## src/rtl/core/cmdfrm_pkg.sv

```systemverilog
// Shared types, constants and the CRC-16/MCRF4XX byte update for the command framer.
`default_nettype none

package cmdfrm_pkg;

  // Largest payload a frame may carry.
  localparam logic [7:0] MAX_PAYLOAD = 8'd251;

  // The length byte counts the payload plus address, command and both CRC bytes.
  localparam logic [7:0] FRAME_OVERHEAD = 8'd4;

  // Reflected CRC-16/MCRF4XX: polynomial 0x8408, initial value 0xFFFF, no final xor.
  localparam logic [15:0] CRC_POLY = 16'h8408;
  localparam logic [15:0] CRC_INIT = 16'hFFFF;

  // Input transaction kinds.
  localparam logic KIND_START = 1'b0;
  localparam logic KIND_DATA  = 1'b1;

  typedef enum logic [1:0] {
    STATUS_OK        = 2'd0,
    STATUS_TOO_LONG  = 2'd1,
    STATUS_OUT_OF_SEQ = 2'd2
  } status_t;

  // Position of the byte being emitted inside the frame. A data transaction
  // enters at STEP_BODY, a start transaction at STEP_LEN.
  typedef enum logic [2:0] {
    STEP_LEN    = 3'd0,
    STEP_ADDR   = 3'd1,
    STEP_BODY   = 3'd2,
    STEP_CRC_LO = 3'd3,
    STEP_CRC_HI = 3'd4
  } step_t;

  // One byte through the reflected CRC, bit by bit, low bit first.
  function automatic logic [15:0] crc_byte(input logic [15:0] crc, input logic [7:0] b);
    logic [15:0] c;
    c = crc ^ {8'h00, b};
    for (int i = 0; i < 8; i++) begin
      if (c[0]) begin
        c = (c >> 1) ^ CRC_POLY;
      end else begin
        c = c >> 1;
      end
    end
    return c;
  endfunction

endpackage

`default_nettype wire

```

## src/rtl/core/command_framer_crc16_mcrf4xx_core.sv

```systemverilog
// Top level of the length-prefixed command framer with CRC-16/MCRF4XX trailer.
`default_nettype none

// The framer turns start and data transactions into a byte stream of reader
// command frames. A start transaction (kind 0) produces the length byte
// (payload_size plus 4), dest_address and command_code; each data transaction
// (kind 1) produces its payload_byte; after the last payload byte, or right
// after the header when payload_size is 0, the two CRC-16/MCRF4XX bytes follow,
// low byte first, with frame_end set on the high byte. The CRC covers every
// earlier byte of the frame. A start with payload_size above 251 yields one
// byte with status 1 and opens nothing; a data transaction with no frame open,
// or a start while a frame is open, yields one byte with status 2 and is
// otherwise ignored. Error results carry frame_byte 0 and frame_end 0.
// Timing: the block emits one output byte per cycle while out_stall is low. A
// transaction is held in an input register until it has emitted all its bytes:
// one for a payload byte or an error, three for a start that opens a frame,
// three for the last payload byte and five for a start with an empty payload.
// The CRC is updated one byte per cycle under the same condition by an unrolled
// 8-bit update. An output register separates the sides, so a new transaction is
// taken in the cycle in which the previous one's last byte enters that register.
module command_framer_crc16_mcrf4xx_core
  import cmdfrm_pkg::*;
(
  input  wire logic       clk,
  input  wire logic       rst,
  // Input channel.
  input  wire logic       in_valid,
  output logic            in_stall,
  input  wire logic       kind,
  input  wire logic [7:0] dest_address,
  input  wire logic [7:0] command_code,
  input  wire logic [7:0] payload_size,
  input  wire logic [7:0] payload_byte,
  // Output channel.
  output logic            out_valid,
  input  wire logic       out_stall,
  output logic [7:0]      frame_byte,
  output logic            frame_end,
  output logic [1:0]      status
);

  // Held input transaction and the position of the next byte it emits.
  logic        item_valid;
  logic        item_kind;
  logic [7:0]  item_addr;
  logic [7:0]  item_cmd;
  logic [7:0]  item_size;
  logic [7:0]  item_pbyte;
  step_t       step;

  // Frame state.
  logic [15:0] crc;
  logic [7:0]  bytes_remaining;
  logic        frame_open;

  logic [15:0] crc_next;
  logic [7:0]  bytes_remaining_next;
  logic        frame_open_next;

  // Output register.
  logic [7:0]  out_byte;
  logic        out_end;
  status_t     out_status;

  // Byte produced this cycle by the held transaction.
  logic [7:0]  emit_byte;
  logic        emit_end;
  status_t     emit_status;
  logic        emit_last;
  logic        emit_crc_upd;
  logic [15:0] crc_in;

  logic        advance;
  logic        is_start;
  logic        take;

  // The output register can load when it is empty or its byte leaves now.
  assign advance  = !out_valid || !out_stall;
  assign is_start = (item_kind == KIND_START);

  // A new transaction enters when the held one is gone or emits its last byte now.
  assign in_stall = item_valid && !(advance && emit_last);
  assign take     = in_valid && !in_stall;

  // The length byte starts a fresh CRC; every other header or payload byte
  // continues the running one.
  assign crc_in = (is_start && step == STEP_LEN) ? CRC_INIT : crc;

  always_comb begin
    emit_byte            = 8'h00;
    emit_end             = 1'b0;
    emit_status          = STATUS_OK;
    emit_last            = 1'b1;
    emit_crc_upd         = 1'b0;
    bytes_remaining_next = bytes_remaining;
    frame_open_next      = frame_open;
    crc_next             = crc;

    if (is_start && frame_open) begin
      emit_status = STATUS_OUT_OF_SEQ;
    end else if (is_start && item_size > MAX_PAYLOAD) begin
      emit_status = STATUS_TOO_LONG;
    end else if (!is_start && !frame_open) begin
      emit_status = STATUS_OUT_OF_SEQ;
    end else begin
      case (step)
        STEP_LEN: begin
          emit_byte    = item_size + FRAME_OVERHEAD;
          emit_crc_upd = 1'b1;
          emit_last    = 1'b0;
        end
        STEP_ADDR: begin
          emit_byte    = item_addr;
          emit_crc_upd = 1'b1;
          emit_last    = 1'b0;
        end
        STEP_BODY: begin
          emit_crc_upd = 1'b1;
          if (is_start) begin
            emit_byte = item_cmd;
            // An empty payload runs straight on into the CRC bytes.
            emit_last = (item_size != 8'd0);
            if (item_size != 8'd0) begin
              frame_open_next      = 1'b1;
              bytes_remaining_next = item_size;
            end
          end else begin
            emit_byte            = item_pbyte;
            emit_last            = (bytes_remaining != 8'd1);
            bytes_remaining_next = bytes_remaining - 8'd1;
          end
        end
        STEP_CRC_LO: begin
          emit_byte = crc[7:0];
          emit_last = 1'b0;
        end
        STEP_CRC_HI: begin
          emit_byte            = crc[15:8];
          emit_end             = 1'b1;
          crc_next             = CRC_INIT;
          frame_open_next      = 1'b0;
          bytes_remaining_next = 8'd0;
        end
        default: begin
          emit_byte = 8'h00;
        end
      endcase
      if (emit_crc_upd) begin
        crc_next = crc_byte(crc_in, emit_byte);
      end
    end
  end

  // Held transaction and its byte position.
  always_ff @(posedge clk) begin
    if (rst) begin
      item_valid <= 1'b0;
      step       <= STEP_LEN;
    end else if (take) begin
      item_valid <= 1'b1;
      step       <= (kind == KIND_START) ? STEP_LEN : STEP_BODY;
    end else if (item_valid && advance) begin
      if (emit_last) begin
        item_valid <= 1'b0;
      end else begin
        step <= step_t'(step + 3'd1);
      end
    end
  end

  always_ff @(posedge clk) begin
    if (take) begin
      item_kind  <= kind;
      item_addr  <= dest_address;
      item_cmd   <= command_code;
      item_size  <= payload_size;
      item_pbyte <= payload_byte;
    end
  end

  // Frame state moves on with every emitted byte.
  always_ff @(posedge clk) begin
    if (rst) begin
      crc             <= CRC_INIT;
      bytes_remaining <= 8'd0;
      frame_open      <= 1'b0;
    end else if (item_valid && advance) begin
      crc             <= crc_next;
      bytes_remaining <= bytes_remaining_next;
      frame_open      <= frame_open_next;
    end
  end

  // Output register.
  always_ff @(posedge clk) begin
    if (rst) begin
      out_valid <= 1'b0;
    end else if (advance) begin
      out_valid <= item_valid;
    end
  end

  always_ff @(posedge clk) begin
    if (advance && item_valid) begin
      out_byte   <= emit_byte;
      out_end    <= emit_end;
      out_status <= emit_status;
    end
  end

  assign frame_byte = out_byte;
  assign frame_end  = out_end;
  assign status     = out_status;

endmodule

`default_nettype wire
```

## config.mk

```make
export PLATFORM = sky130hd
export DESIGN_NAME = command_framer_crc16_mcrf4xx_core
export DESIGN_NICKNAME = d
export VERILOG_FILES = /design/src/rtl/core/cmdfrm_pkg.sv /design/src/rtl/core/command_framer_crc16_mcrf4xx_core.sv
export SDC_FILE = /design/constraint.sdc
export NUM_CORES = 1
export LEC_CHECK = 0
export ABC_CLOCK_PERIOD_IN_PS = 7400
export BUFFER_PORTS_ARGS = -buffer_cell sky130_fd_sc_hd__buf_2
export CORE_MARGIN = 5
export CORE_UTILIZATION = 50
export DETAILED_ROUTE_END_ITERATION = 8
export PLACE_DENSITY = 0.71
export SYNTH_ARGS = -nofsm -noshare
export SYNTH_HDL_FRONTEND = slang
export SYNTH_SLANG_ARGS = --single-unit
```

## constraint.sdc

```tcl
create_clock -name clk -period 7.4 [get_ports clk]
set_input_delay 1.48 -clock clk [delete_from_list [all_inputs] [get_ports clk]]
set_output_delay 1.48 -clock clk [all_outputs]
set_load 0.01 [all_outputs]
```

==> impl_metrics.yaml <==
outcome:
  status: "finished clean"
yosys:
  async_flop_share: 0
  syn-mean-instance-area_um2: 10.77
  synthXorXnorAreaFrac: 0.07711
  synth-adder-area-share: 0.03397
  synth_compound_area_frac: 0.1444
  synth_area_leaders: "edfxtp_1 (36%), dfxtp_1 (16%), nor2_1 (4.9%)"
  yosys.area_share.simple: 0.1624
  synth_top_family_by_area: "simple AND/OR/NAND/NOR gates"
  ys_seq_elements: 74
  syn_nets: 389
  synth_ff_type: "edfxtp_1"
  synth_top_area_frac: 0.3587
  syn_inst: 342
  synth_mux_area_frac: 0.02887
  synth_edf_count: 44
  synth_seq_area_share: 0.5217
  synth_area_um2: 3684
  ys_warn_count: 0
  ys_types: 55
  synth_top_cell_by_area: "edfxtp_1"
route:
  routed_wl_um: 8518
  first_pass_iters: 5
  vias: 2837
  via_per_inst: 5.755
  remaining_drc_errors: 0
  wl_per_cell_um: 17.28
  ant_nets: 0
  drtIter0Drc: 226
setup_path:
  arrival_ns: 2.81
  crit_type: "reg2out"
  worstPathRequired_ns: 5.92
  path_max_fanout: 25
  r2r_slack_ns: 4.04
  r2r_cells: 8
  setup.worst_path.end_class: "primary output"
  cp-start-kind: "flip-flop"
  reg2reg_from: "step[2]$_SDFFE_PP0P_"
  r2r-end: "crc[15]$_SDFFE_PP1P_"
sta:
  fin_setup_tns_ns: 0
  skew_ns: 0.008670
  rsz0062_at_grt: "no"
  fin_crit_sh: 0.5802
  drv_slew: 0
  tightest_slew_ns: 1.013
  min_period_ns: 4.294
  max_freq_ghz: 0.2329
  final-setup-viol-count: 0
  max_slew_margin: 0.3249
  hold_viol: 0
clocking:
  postCtsSetupBuffers: 0
  root_buffer: "clkbuf_8"
  cts_resized: 0
  cts_made_buffers: 9
  clkLatencyLatePin_ns: 0.35
  hold_buffers: 0
  clock_path_buffers: 2
  path_clk_slew_ns: 0.08
  cts_htree_levels: 3
  cts_sinks: 74
  cts_tree: "yes"
placed_design:
  io_buffers: 49
  dp_hpwl_um: 6145
  gp_congestion: 0.9201
power_and_ir_drop:
  p_int_uw: 680.5
  power_frac_clock: 0.290
  seqPwrFrac: 0.514
  p_sw_frac: 0.2835
  irDropWorstVdd_mv: 0.1291
  p_leak_nw: 1.610
  p_comb_frac: 0.197
  powerDensity_nw_per_um2: 227.3
  netSwitchingPower_uw: 269.2
floorplanning:
  num_rows: 31
  die_w_um: 95.83
  dieArea_um2: 9183
  pin_count: 50
  start_util: 0.5106
  die_y_um: 95.83
  core_um2: 7214
hold_path:
  min_path_type: "reg2reg"
  holdCritStartpoint: "crc[10]$_SDFFE_PP1P_"
  whs_path_depth: 1
  min_to: "crc[10]$_SDFFE_PP1P_"
global_routing:
  grt_max_degree: 30
  grt-ovfl-total: 0
  grt_pass1_vias: 2643
  track_usage: 0.1997
  grt_antenna_before_repair: 0
  grt_pass1_wl_um: 13680
layout:
  seq_area_um2: 1922
  nets: 436
  syn_to_final_growth_pct: 13.42
  multiInputGateArea_um2: 1648
  layout-drive-gt1-share: 0.2081
  fin_util: 0.5791
  antenna_cells: 0
  fill_cells: 628
flow_run:
  cap_violations: 0
[power groups by stage]
stage	Clock [mW]	Combinational [mW]	Sequential, mW
6_report	0.275	0.187	0.488
5_1_grt	0.303	0.205	0.491
4_1_cts	0.280	0.186	0.487
3_5_place_dp	0	0.185	0.496
3_3_place_gp	0	0.183	0.496
2_1_floorplan	0	0.141	0.490
[synth_stat cells, drive strengths merged, types with 8 or more instances]
cell type	count
xnor2	16
a21oi	20
o22a	9
ha	10
inv	12
dfxtp	30
clkbuf	10
xor2	13
nand2	14
nand2b	8
edfxtp	44
o21ai	8
nor2	48
[worst max path at each step]
stage / slack, ns / end / from
global route: 2.95 / in_stall / item_kind$_DFFE_PP_
floorplan: 3.79 / item_addr[0]$_DFFE_PP_ / out_stall
CTS: 3.11 / in_stall / item_kind$_DFFE_PP_
global placement: 3.59 / in_stall / item_kind$_DFFE_PP_
finish: 3.11 / in_stall / item_kind$_DFFE_PP_
detailed placement: 3.50 / in_stall / item_kind$_DFFE_PP_
[area by class of cell]
| type | count | area share |
|---|---|---|
| Inverter | 12 | 0.01078 |
| Sequential cell | 74 | 0.4600 |
| Timing Repair Buffer | 52 | 0.06409 |
| Clock inverter | 5 | 0.007188 |
| Multi-Input combinational cell | 240 | 0.3944 |
| Clock buffer | 11 | 0.03384 |
| Tap cell | 99 | 0.02965 |
[state kept, by name, summed over array words and instances, names as in the netlist]
signal,cells
bytes_remaining,8
crc,16
frame_byte,8
frame_end,1
frame_open,1
item_addr,8
item_cmd,8
item_kind,1
item_pbyte,8
item_size,8
item_valid,1
out_valid,1
status,2
step,3
[worst max-delay path, stage by stage, from the launching register on]
cell and delay [ns]:
edfxtp_1 1.02, nor2b_1 0.16, nand4_1 0.19, nand2b_1 0.31
a311o_1 0.52, nand2_1 0.13, buf_2 0.14
[kinds of logic (layout without fill, tap and decap cells)]
kind of cell	Yosys count	in the layout
mux	10	10
fa+ha+maj	10	10
buf+inv	28	80
flops	74	74
xor+xnor	30	30
simple gates	117	117
compound gates	73	73
[per-stage QoR]
step / setup slack, ns / std cells / instance area (um2) / hold slack, ns / power [mW]
2_1_floorplan: 3.789 / 342 / 3684 / 0.4596 / 0.6302
3_3_place_gp: 3.592 / 477 / 4006 / 0.5077 / 0.6788
3_5_place_dp: 3.503 / 477 / 4006 / 0.5035 / 0.6813
4_1_cts: 3.115 / 493 / 4178 / 0.5227 / 0.9536
5_1_grt: 2.954 / 493 / 4178 / 0.5473 / 0.9980
6_report: 3.106 / 493 / 4178 / 0.5235 / 0.9498
[cells in the final DEF, fill, tap and decap left out, types with 5 or more instances in the layout]
master     count
o21ai_0        8
edfxtp_1      44
xnor2_1       15
nor2_1        47
inv_1         12
xor2_1        13
nand2_1       14
ha_1          10
o22a_1         9
a21oi_1       20
a2111oi_0      6
dfxtp_1       30
nor2b_1        6
nand3_1        7
mux2_2         5
buf_2         49
o22ai_1        5
clkbuf_8      10
mux2i_1        5
nand2b_1       8
[layer usage]
metal / global-route usage / vias up / routed length [um]
met5: 0 / - / 0
met4: 0.07109 / 0 / 106
met3: 0.04300 / 10 / 620
met2: 0.3179 / 122 / 4090
met1: 0.2690 / 1355 / 3700
li1: - / 1350 / -
(Power assumes the default switching activity.)
